--- src/design/hcbd_pkg.sv ---
// ----------------------------------------------------------------------------
// HTTP chunked body decoder package
// Shared types, codes and constants of the body decoder.
// ----------------------------------------------------------------------------
package hcbd_pkg;

  localparam int unsigned MaxPayloadDefault = 256;
  localparam int unsigned MaxChunksDefault  = 64;

  // Depth of the queue between front and back, and of the result queue.
  localparam int unsigned MidQueueDepth = 2;
  localparam int unsigned OutQueueDepth = 2;

  localparam int unsigned CfgIndexWidth = 2;
  localparam int unsigned CfgDataWidth  = 9;

  localparam logic [CfgIndexWidth-1:0] CFG_CHUNKED_MODE = 2'd0;
  localparam logic [CfgIndexWidth-1:0] CFG_PLAIN_LENGTH = 2'd1;

  localparam logic [8:0] PLAIN_LENGTH_RESET = 9'd256;

  // Trailer bytes swallowed after the data of a chunk, at most.
  localparam logic [1:0] TRAILER_MAX = 2'd2;

  localparam logic [7:0] CHAR_LF   = 8'h0A;
  localparam logic [7:0] CHAR_CR   = 8'h0D;
  localparam logic [7:0] CHAR_SEMI = 8'h3B;

  typedef enum logic [1:0] {
    CMD_DATA  = 2'd0,
    CMD_EOS   = 2'd1,
    CMD_START = 2'd2,
    CMD_NONE  = 2'd3
  } cmd_e;

  typedef enum logic [1:0] {
    PH_SIZE    = 2'd0,
    PH_DATA    = 2'd1,
    PH_TRAILER = 2'd2,
    PH_DONE    = 2'd3
  } phase_e;

  typedef enum logic [2:0] {
    CAUSE_RUN   = 3'd0,
    CAUSE_EMPTY = 3'd1,
    CAUSE_EOS   = 3'd2,
    CAUSE_BAD   = 3'd3,
    CAUSE_LIMIT = 3'd4
  } cause_e;

  // A classified input item, as it travels from front to back.
  typedef struct packed {
    cmd_e       cmd;
    logic [7:0] data;
    logic       is_lf;
    logic       is_cr;
    logic       is_semi;
    logic       hex_ok;
    logic [3:0] hex_val;
  } item_t;

  typedef struct packed {
    logic [7:0] out_byte;
    logic       out_valid;
    logic       body_done;
    logic [8:0] body_length;
    cause_e     end_cause;
  } result_t;

endpackage

--- src/design/http_chunked_body_decoder.sv ---
// A taken byte is written into the item queue; the parser then takes it from
// there and writes its result into the result queue, once that queue has room.
// Throughput: one byte per clock while neither queue stalls; the parser handles
// a whole byte at once. Each side stalls on its own behind a two-entry queue.
// Reset clears all body state, empties both queues and sets the registers to
// raw mode with a plain length of 256.
// ----------------------------------------------------------------------------
// HTTP chunked body decoder
// Strips chunked framing from a body, or caps a raw one; keeps payload bytes.
// ----------------------------------------------------------------------------
module http_chunked_body_decoder import hcbd_pkg::*; #(
  parameter int unsigned MAX_PAYLOAD = MaxPayloadDefault,
  parameter int unsigned MAX_CHUNKS  = MaxChunksDefault
) (
  input  logic                     clk_i,
  input  logic                     rst_ni,
  input  logic                     push,
  output logic                     full,
  input  logic [1:0]               command_i,
  input  logic [7:0]               data_byte_i,
  output logic                     empty,
  input  logic                     pop,
  output logic [7:0]               out_byte_o,
  output logic                     out_valid_o,
  output logic                     body_done_o,
  output logic [8:0]               body_length_o,
  output logic [2:0]               end_cause_o,
  input  logic                     cfg_valid_i,
  output logic                     cfg_ready_o,
  input  logic [CfgIndexWidth-1:0] cfg_index_i,
  input  logic [CfgDataWidth-1:0]  cfg_data_i
);

  logic       chunked_mode_q, chunked_mode_d;
  logic [8:0] plain_length_q, plain_length_d;

  logic    mid_push, mid_full, mid_pop, mid_empty;
  item_t   mid_wdata, mid_rdata;
  logic    res_push, res_full;
  result_t res_wdata, res_rdata;

  assign cfg_ready_o = 1'b1;

  always_comb begin
    chunked_mode_d = chunked_mode_q;
    plain_length_d = plain_length_q;
    if (cfg_valid_i) begin
      case (cfg_index_i)
        CFG_CHUNKED_MODE: chunked_mode_d = cfg_data_i[0];
        CFG_PLAIN_LENGTH: plain_length_d = cfg_data_i[8:0];
        default: ;
      endcase
    end
  end

  always_ff @(posedge clk_i or negedge rst_ni) begin
    if (!rst_ni) begin
      chunked_mode_q <= 1'b0;
      plain_length_q <= PLAIN_LENGTH_RESET;
    end else begin
      chunked_mode_q <= chunked_mode_d;
      plain_length_q <= plain_length_d;
    end
  end

  hcbd_front u_front (
    .push_i      (push),
    .command_i   (command_i),
    .data_byte_i (data_byte_i),
    .full_o      (full),
    .mid_full_i  (mid_full),
    .mid_push_o  (mid_push),
    .mid_item_o  (mid_wdata)
  );

  hcbd_fifo #(
    .WIDTH ($bits(item_t)),
    .DEPTH (MidQueueDepth)
  ) u_mid_fifo (
    .clk_i   (clk_i),
    .rst_ni  (rst_ni),
    .push_i  (mid_push),
    .wdata_i (mid_wdata),
    .full_o  (mid_full),
    .pop_i   (mid_pop),
    .rdata_o (mid_rdata),
    .empty_o (mid_empty)
  );

  hcbd_back #(
    .MAX_PAYLOAD (MAX_PAYLOAD),
    .MAX_CHUNKS  (MAX_CHUNKS)
  ) u_back (
    .clk_i          (clk_i),
    .rst_ni         (rst_ni),
    .chunked_mode_i (chunked_mode_q),
    .plain_length_i (plain_length_q),
    .item_i         (mid_rdata),
    .item_empty_i   (mid_empty),
    .item_pop_o     (mid_pop),
    .res_full_i     (res_full),
    .res_push_o     (res_push),
    .res_o          (res_wdata)
  );

  hcbd_fifo #(
    .WIDTH ($bits(result_t)),
    .DEPTH (OutQueueDepth)
  ) u_out_fifo (
    .clk_i   (clk_i),
    .rst_ni  (rst_ni),
    .push_i  (res_push),
    .wdata_i (res_wdata),
    .full_o  (res_full),
    .pop_i   (pop),
    .rdata_o (res_rdata),
    .empty_o (empty)
  );

  assign out_byte_o    = res_rdata.out_byte;
  assign out_valid_o   = res_rdata.out_valid;
  assign body_done_o   = res_rdata.body_done;
  assign body_length_o = res_rdata.body_length;
  assign end_cause_o   = res_rdata.end_cause;

endmodule

--- src/design/hcbd_fifo.sv ---
// ----------------------------------------------------------------------------
// HTTP chunked body decoder queue
// Small first-in first-out queue with full and empty flags.
// ----------------------------------------------------------------------------
module hcbd_fifo #(
  parameter int unsigned WIDTH = 8,
  parameter int unsigned DEPTH = 2
) (
  input  logic             clk_i,
  input  logic             rst_ni,
  input  logic             push_i,
  input  logic [WIDTH-1:0] wdata_i,
  output logic             full_o,
  input  logic             pop_i,
  output logic [WIDTH-1:0] rdata_o,
  output logic             empty_o
);

  localparam int unsigned AW = (DEPTH > 1) ? $clog2(DEPTH) : 1;

  logic [WIDTH-1:0] mem_q [DEPTH];
  logic [AW:0]      wr_ptr_q, wr_ptr_d;
  logic [AW:0]      rd_ptr_q, rd_ptr_d;
  logic             do_push, do_pop;

  assign empty_o = (wr_ptr_q == rd_ptr_q);
  assign full_o  = (wr_ptr_q[AW] != rd_ptr_q[AW]) &&
                   (wr_ptr_q[AW-1:0] == rd_ptr_q[AW-1:0]);
  assign do_push = push_i && !full_o;
  assign do_pop  = pop_i && !empty_o;
  assign wr_ptr_d = do_push ? wr_ptr_q + 1'b1 : wr_ptr_q;
  assign rd_ptr_d = do_pop ? rd_ptr_q + 1'b1 : rd_ptr_q;
  assign rdata_o  = mem_q[rd_ptr_q[AW-1:0]];

  always_ff @(posedge clk_i or negedge rst_ni) begin
    if (!rst_ni) begin
      wr_ptr_q <= '0;
      rd_ptr_q <= '0;
    end else begin
      wr_ptr_q <= wr_ptr_d;
      rd_ptr_q <= rd_ptr_d;
    end
  end

  always_ff @(posedge clk_i) begin
    if (do_push) begin
      mem_q[wr_ptr_q[AW-1:0]] <= wdata_i;
    end
  end

endmodule

--- src/design/hcbd_front.sv ---
// ----------------------------------------------------------------------------
// HTTP chunked body decoder front
// Accepts input items and classifies the byte for the size line parser.
// ----------------------------------------------------------------------------
module hcbd_front import hcbd_pkg::*; (
  input  logic       push_i,
  input  logic [1:0] command_i,
  input  logic [7:0] data_byte_i,
  output logic       full_o,
  input  logic       mid_full_i,
  output logic       mid_push_o,
  output item_t      mid_item_o
);

  always_comb begin
    mid_item_o         = '0;
    mid_item_o.cmd     = cmd_e'(command_i);
    mid_item_o.data    = data_byte_i;
    mid_item_o.is_lf   = (data_byte_i == CHAR_LF);
    mid_item_o.is_cr   = (data_byte_i == CHAR_CR);
    mid_item_o.is_semi = (data_byte_i == CHAR_SEMI);
    // Hex digits in either letter case.
    if (data_byte_i inside {["0":"9"]}) begin
      mid_item_o.hex_ok  = 1'b1;
      mid_item_o.hex_val = data_byte_i[3:0];
    end else if (data_byte_i inside {["a":"f"], ["A":"F"]}) begin
      mid_item_o.hex_ok  = 1'b1;
      mid_item_o.hex_val = data_byte_i[3:0] + 4'd9;
    end else begin
      mid_item_o.hex_ok  = 1'b0;
      mid_item_o.hex_val = 4'd0;
    end
  end

  assign full_o     = mid_full_i;
  assign mid_push_o = push_i && !mid_full_i;

endmodule

--- src/design/hcbd_back.sv ---
// ----------------------------------------------------------------------------
// HTTP chunked body decoder back
// Runs the body state machine on classified items and forms one result each.
// ----------------------------------------------------------------------------
module hcbd_back import hcbd_pkg::*; #(
  parameter int unsigned MAX_PAYLOAD = MaxPayloadDefault,
  parameter int unsigned MAX_CHUNKS  = MaxChunksDefault
) (
  input  logic       clk_i,
  input  logic       rst_ni,
  input  logic       chunked_mode_i,
  input  logic [8:0] plain_length_i,
  input  item_t      item_i,
  input  logic       item_empty_i,
  output logic       item_pop_o,
  input  logic       res_full_i,
  output logic       res_push_o,
  output result_t    res_o
);

  localparam int unsigned KW = $clog2(MAX_PAYLOAD + 1);
  localparam int unsigned CW = $clog2(MAX_CHUNKS + 1);
  localparam int unsigned LW = (KW > 9) ? KW : 9;

  localparam logic [KW-1:0] KeptCap  = KW'(MAX_PAYLOAD);
  localparam logic [LW-1:0] LimitCap = LW'(MAX_PAYLOAD);
  localparam logic [CW-1:0] ChunkCap = CW'(MAX_CHUNKS);

  phase_e        phase_q, phase_d;
  logic          in_ext_q, in_ext_d;
  logic          saw_hex_q, saw_hex_d;
  logic [31:0]   acc_q, acc_d;
  logic [31:0]   left_q, left_d;
  logic [1:0]    trl_q, trl_d;
  logic [CW-1:0] chunk_q, chunk_d;
  logic [KW-1:0] kept_q, kept_d;
  cause_e        cause_q, cause_d;
  logic          kept_flag;

  logic          fire;
  logic          kept_full;
  logic [KW-1:0] kept_inc;
  logic [CW-1:0] chunk_inc;
  logic [1:0]    trl_inc;
  logic [LW-1:0] plain_ext, limit, kept_ext, kept_inc_ext, kept_next_ext;

  assign fire       = !item_empty_i && !res_full_i;
  assign item_pop_o = fire;
  assign res_push_o = fire;

  assign kept_full     = (kept_q >= KeptCap);
  assign kept_inc      = kept_q + KW'(1);
  assign chunk_inc     = chunk_q + CW'(1);
  assign trl_inc       = trl_q + 2'd1;
  assign plain_ext     = LW'(plain_length_i);
  assign limit         = (plain_ext > LimitCap) ? LimitCap : plain_ext;
  assign kept_ext      = LW'(kept_q);
  assign kept_inc_ext  = LW'(kept_inc);
  assign kept_next_ext = LW'(kept_d);

  // Next state.
  always_comb begin
    phase_d   = phase_q;
    in_ext_d  = in_ext_q;
    saw_hex_d = saw_hex_q;
    acc_d     = acc_q;
    left_d    = left_q;
    trl_d     = trl_q;
    chunk_d   = chunk_q;
    kept_d    = kept_q;
    cause_d   = cause_q;
    kept_flag = 1'b0;
    if (fire) begin
      case (item_i.cmd)
        CMD_START: begin
          phase_d   = PH_SIZE;
          in_ext_d  = 1'b0;
          saw_hex_d = 1'b0;
          acc_d     = '0;
          left_d    = '0;
          trl_d     = '0;
          chunk_d   = '0;
          kept_d    = '0;
          cause_d   = CAUSE_RUN;
        end
        CMD_EOS: begin
          if (phase_q != PH_DONE) begin
            phase_d = PH_DONE;
            cause_d = CAUSE_EOS;
          end
        end
        CMD_DATA: begin
          if (phase_q != PH_DONE && chunked_mode_i) begin
            case (phase_q)
              PH_SIZE: begin
                if (item_i.is_lf) begin
                  if (!saw_hex_q || acc_q == '0) begin
                    phase_d = PH_DONE;
                    cause_d = CAUSE_EMPTY;
                  end else begin
                    left_d  = acc_q;
                    phase_d = PH_DATA;
                    if (kept_full) begin
                      phase_d = PH_DONE;
                      cause_d = CAUSE_LIMIT;
                    end
                  end
                end else if (item_i.is_cr || in_ext_q) begin
                  // Carriage returns and extension text are dropped.
                end else if (item_i.is_semi) begin
                  in_ext_d = 1'b1;
                end else if (!item_i.hex_ok || acc_q[31:28] != 4'd0) begin
                  // A nonzero top digit means one more digit would overflow.
                  phase_d = PH_DONE;
                  cause_d = CAUSE_BAD;
                end else begin
                  acc_d     = {acc_q[27:0], item_i.hex_val};
                  saw_hex_d = 1'b1;
                end
              end
              PH_DATA: begin
                if (kept_full || left_q == '0) begin
                  phase_d = PH_DONE;
                  cause_d = CAUSE_LIMIT;
                end else begin
                  kept_flag = 1'b1;
                  kept_d    = kept_inc;
                  left_d    = left_q - 32'd1;
                  if (left_q == 32'd1) begin
                    phase_d = PH_TRAILER;
                    trl_d   = '0;
                  end else if (kept_inc >= KeptCap) begin
                    phase_d = PH_DONE;
                    cause_d = CAUSE_LIMIT;
                  end
                end
              end
              PH_TRAILER: begin
                trl_d = trl_inc;
                if (item_i.is_lf || trl_inc >= TRAILER_MAX) begin
                  chunk_d = chunk_inc;
                  if (chunk_inc >= ChunkCap) begin
                    phase_d = PH_DONE;
                    cause_d = CAUSE_LIMIT;
                  end else begin
                    phase_d   = PH_SIZE;
                    in_ext_d  = 1'b0;
                    saw_hex_d = 1'b0;
                    acc_d     = '0;
                    trl_d     = '0;
                  end
                end
              end
              default: ;
            endcase
          end else if (phase_q != PH_DONE) begin
            if (kept_ext >= limit) begin
              phase_d = PH_DONE;
              cause_d = CAUSE_LIMIT;
            end else begin
              kept_flag = 1'b1;
              kept_d    = kept_inc;
              if (kept_inc_ext >= limit) begin
                phase_d = PH_DONE;
                cause_d = CAUSE_LIMIT;
              end
            end
          end
        end
        default: ;
      endcase
    end
  end

  // Result of the item handled this cycle.
  always_comb begin
    res_o             = '0;
    res_o.out_byte    = kept_flag ? item_i.data : 8'd0;
    res_o.out_valid   = kept_flag;
    res_o.body_done   = (phase_d == PH_DONE);
    res_o.body_length = kept_next_ext[8:0];
    res_o.end_cause   = cause_d;
  end

  always_ff @(posedge clk_i or negedge rst_ni) begin
    if (!rst_ni) begin
      phase_q   <= PH_SIZE;
      in_ext_q  <= 1'b0;
      saw_hex_q <= 1'b0;
      acc_q     <= '0;
      left_q    <= '0;
      trl_q     <= '0;
      chunk_q   <= '0;
      kept_q    <= '0;
      cause_q   <= CAUSE_RUN;
    end else begin
      phase_q   <= phase_d;
      in_ext_q  <= in_ext_d;
      saw_hex_q <= saw_hex_d;
      acc_q     <= acc_d;
      left_q    <= left_d;
      trl_q     <= trl_d;
      chunk_q   <= chunk_d;
      kept_q    <= kept_d;
      cause_q   <= cause_d;
    end
  end

endmodule

--- config.mk ---
export PLATFORM = sky130hd
export DESIGN_NAME = http_chunked_body_decoder
export DESIGN_NICKNAME = d
export VERILOG_FILES = /design/src/design/hcbd_pkg.sv /design/src/design/http_chunked_body_decoder.sv /design/src/design/hcbd_fifo.sv /design/src/design/hcbd_front.sv /design/src/design/hcbd_back.sv
export SDC_FILE = /design/constraint.sdc
export NUM_CORES = 1
export LEC_CHECK = 0
export BUFFER_PORTS_ARGS = -buffer_cell sky130_fd_sc_hd__buf_2
export CAP_MARGIN = 20
export CELL_PAD_IN_SITES_DETAIL_PLACEMENT = 1
export CELL_PAD_IN_SITES_GLOBAL_PLACEMENT = 1
export CORE_MARGIN = 2
export CORE_UTILIZATION = 35
export DETAILED_ROUTE_END_ITERATION = 8
export GPL_TIMING_DRIVEN = 0
export PLACE_DENSITY_LB_ADDON = 0.1
export SETUP_SLACK_MARGIN = 0.2
export SLEW_MARGIN = 20
export SYNTH_ARGS = -nofsm -noshare
export SYNTH_HDL_FRONTEND = slang
export SYNTH_SLANG_ARGS = --single-unit
--- constraint.sdc ---
create_clock -name clk_i -period 6.1 [get_ports clk_i]
set_input_delay 0.915 -clock clk_i [delete_from_list [all_inputs] [get_ports clk_i]]
set_output_delay 0.915 -clock clk_i [all_outputs]
set_load 0.01 [all_outputs]
==> impl_metrics.csv <==
group,metric,value,unit
floorplanning,start_util,0.354,
timing,layout_min_cycle_time,3.56,ns
flow_run,max_cap_viol_count,0,
place,io_buffer_count,49,
routing,wl,26.1,mm
routing,ant_nets,0,
routing,dr.pass1.iters,5,
routing,vias_per_cell,5.65,
timing,clock_skew,0.0161,ns
timing,rsz0062_at_grt,"false",
cts,cts_buffers,17,
timing,fmax,281,MHz
power_and_ir_drop,p_per_area,545,mW/mm2
cells_and_area,area_growth,14.6,%
cells_and_area,n_fill_cell,2927,
critical_path,critPathLaunchType,"flop",
critical_path,cpMaxStageDelayCell,"dfstp_2",
power_and_ir_drop,max-vdd-ir-drop,0.282,mV
cells_and_area,drive_above_1_share,0.181,
synthesis,synth_cell_types,78,
synthesis,ys_warn_count,0,
floorplanning,ioPinCount,51,
synthesis,synth_edf_count,80,
cells_and_area,layout_commonest_cell,"dfrtp_1",
synthesis,syn_area,0.00945,mm2
power_and_ir_drop,p_leak,4.55,nW
synthesis,synth_ff_type,"dfrtp_1",
run_status,outcome,"completed",
synthesis,synth.area.top_cells,"dfrtp_1 (28%), edfxtp_1 (25%), mux2_2 (4.8%), ha_1 (4.2%), nand2_1 (3.3%)",
cts,root_buffer,"clkbuf_16",
routing,routedWlPerCell,20.6,um
critical_path,path_cells,"clkinv_1 -> nand2_1 -> ha_1 -> a21oi_1 -> o21ai_0 -> a31oi_1 -> o21ai_0 -> o22a_1 -> or3_1 -> buf_2 -> o31ai_1",
timing,tightest_slew,1.03,ns
critical_path,cp_num_buf_inv,2,
floorplanning,rows,60,
floorplanning,die_h,168,um
synthesis,yosys.area.top_type,"dfrtp_1",
synthesis,syn_nets,903,
critical_path,path_depth,11,
synthesis,synth_cells,845,
timing,hold_viol_final,0,
timing,relSlewSlack,0.304,
cts,cts_resized,0,
grt,grt_pass1_vias,7633,
critical_path,end_kind,"flop",
floorplanning,core_area,0.0267,mm2
cells_and_area,finalInstanceArea,0.0108,mm2
place,dpl-instance-area,0.0102,mm2
cts,cts_sinks,187,
floorplanning,dieArea,0.0283,mm2
routing,drc,0,
cells_and_area,final_nets,974,
grt,grt_pass1_wl,43.0,mm
timing,drv_slew,0,
grt,antenna_found_initial,0,
critical_path,crit_type,"reg2reg",
critical_path,cp_common_cell,"o21ai_0",
cells_and_area,final_cell_mix,"dfrtp_1 (106), nand2_1 (82), edfxtp_1 (80)",
critical_path,crit_arrival,3.77,ns
synthesis,ys_ff_latch,187,
critical_path,crit_fanout,10,
timing,setup_viol,0,
timing,setup_tns,0,ns
critical_path,critPathMaxStageDelay,0.57,ns
grt,grt_max_degree,57,
cts,clkTransAtPathRegs,0.09,ns
critical_path,reg2reg_depth,11,
synthesis,synth.avg_cell_area,11.2,um2
min_path,hold_path_class,"in2async",
routing,vias,7173,
synthesis,yosys.area.top_type_share,0.281,
place,gp_congestion,0.857,
cts,clock_latency,0.45,ns
place,post-dp-hpwl,19.1,mm
cts,postCtsHoldBufs,0,
cts,clockBufferDepth,2,
cells_and_area,antenna_cells,0,
synthesis,synthArstFlopShare,0.572,
cts,htree_num_levels,4,
timing,timing.final.crit_share,0.583,
routing,drt-initial-drc-count,455,
cts,cts_tree,"built",
grt,grt_overflow,0,
grt,grt_use_total,0.194,
critical_path,required,6.31,ns
critical_path,crit_family,"compound AO/OA/AOI/OAI gates",
synthesis,synth-seq-area-share,0.537,
floorplanning,die_w,168,um
cts,postCtsSetupBuffers,0,
-- flip-flops by register name, indices dropped and copies added, names as in the netlist, 3 cells and up --
register	count
u_mid_fifo.mem_q	36
plain_length_q	9
u_back.kept_ext	9
u_out_fifo.mem_q	44
u_back.left_q	32
u_back.acc_q	32
u_back.chunk_q	7
u_back.cause_q	3
-- power by group --
group	internal (mW)	leakage [nW]	switching, mW
combinational	0.946	2.03	1.83
sequential	1.76	2.21	0.174
clock	0.577	0.308	0.616
total	3.29	4.55	2.62
-- per-stage QoR --
| step | std cells | worst slack [ns] | utilization | power [mW] | hold slack (ns) |
|---|---|---|---|---|---|
| finish | 1270 | 2.54 | 0.406 | 5.91 | 0.410 |
| floorplan | 845 | 3.22 | - | 3.79 | 0.446 |
| global placement | 1235 | 2.57 | 0.379 | 4.62 | 0.467 |
| global route | 1270 | 2.15 | 0.406 | 6.33 | 0.423 |
| detailed placement | 1238 | 2.44 | 0.382 | 4.75 | 0.465 |
| CTS | 1270 | 2.43 | 0.406 | 5.96 | 0.418 |
-- synth_stat cells (3+ instances only) --
master	instances
or2_2	4
and2_1	4
nand3_1	25
mux2i_1	12
buf_2	12
xnor2_1	15
nand2b_1	6
a21oi_1	28
o21ai_0	48
nor4b_1	7
nor3b_1	4
nand2_1	82
or4_4	3
o31a_1	3
o31ai_1	5
a221o_1	5
ha_1	32
a31oi_1	11
o211ai_1	7
nor2_1	53
dfrtp_1	106
nor3_2	3
edfxtp_1	80
buf_4	3
o22ai_1	3
o21bai_1	3
or3_1	10
nor3_1	27
xor2_1	9
nor4_1	13
o21ai_1	6
a22oi_1	4
nand4_1	12
o311ai_0	4
and3_1	9
a22o_1	35
clkbuf_1	14
o211a_1	3
a21o_1	6
a211oi_1	5
a32oi_1	5
inv_1	28
mux2_2	40
nor2b_1	7
buf_1	3
-- metal layers --
metal  global-route usage  part of all wire  up-vias
met5                    0                 0        -
met4               0.0528             0.014        0
met3               0.0299             0.031       32
met2                0.329              0.49      142
met1                0.258              0.46     3667
li1                     -                 -     3332
-- logic make-up (layout without fill, tap and decap cells) --
group,Yosys count,in the layout,synth area share
AOI/OAI and AO/OA,203,203,0.152
xor gates and xnor gates,24,24,0.0222
adders and majority gates,32,32,0.0424
buffers and inverters,63,147,0.0279
DFF,187,187,0.537
muxes,52,52,0.0603
other,1,1,0.000397
and+or+nand+nor,283,283,0.158
-- area by class of cell --
cell class                 count  area (um2)  area share
inverter                      30         113      0.0104
tap                          341         427      0.0394
sequential                   187        5080       0.469
clock buffer                  17         425      0.0393
timing repair buffer          52         305      0.0282
buffer                        33         151      0.0140
clock inverter                15         214      0.0197
multi-input combinational    595        4120       0.380
-- worst register-to-register path: stages, from the launching register on --
cell,delay (ns)
dfstp_2,0.57
clkinv_1,0.22
nand2_1,0.18
ha_1,0.26
a21oi_1,0.13
o21ai_0,0.12
a31oi_1,0.19
o21ai_0,0.26
o22a_1,0.32
or3_1,0.43
buf_2,0.24
o31ai_1,0.41
-- path summary, 6_finish.rpt --
| kind | endpoint | slack [ns] | from |
|---|---|---|---|
| hold / removal | u_back.kept_ext[7]$_DFF_PN0_ | 0.41 | rst_ni |
| max in group asynchronous | plain_length_q[8]$_DFFE_PN1P_ | 4.97 | rst_ni |
| setup reg to reg | u_out_fifo.mem_q[1][6]$_DFFE_PP_ | 2.54 | plain_length_q[8]$_DFFE_PN1P_ |
| min in group clk_i | u_mid_fifo.wr_ptr_q[1]$_DFFE_PN0P_ | 0.49 | u_mid_fifo.wr_ptr_q[1]$_DFFE_PN0P_ |
| setup / recovery | u_out_fifo.mem_q[1][6]$_DFFE_PP_ | 2.54 | plain_length_q[8]$_DFFE_PN1P_ |
| hold reg to reg | u_mid_fifo.wr_ptr_q[1]$_DFFE_PN0P_ | 0.49 | u_mid_fifo.wr_ptr_q[1]$_DFFE_PN0P_ |
No activity file was read; power rests on OpenSTA's default activity.
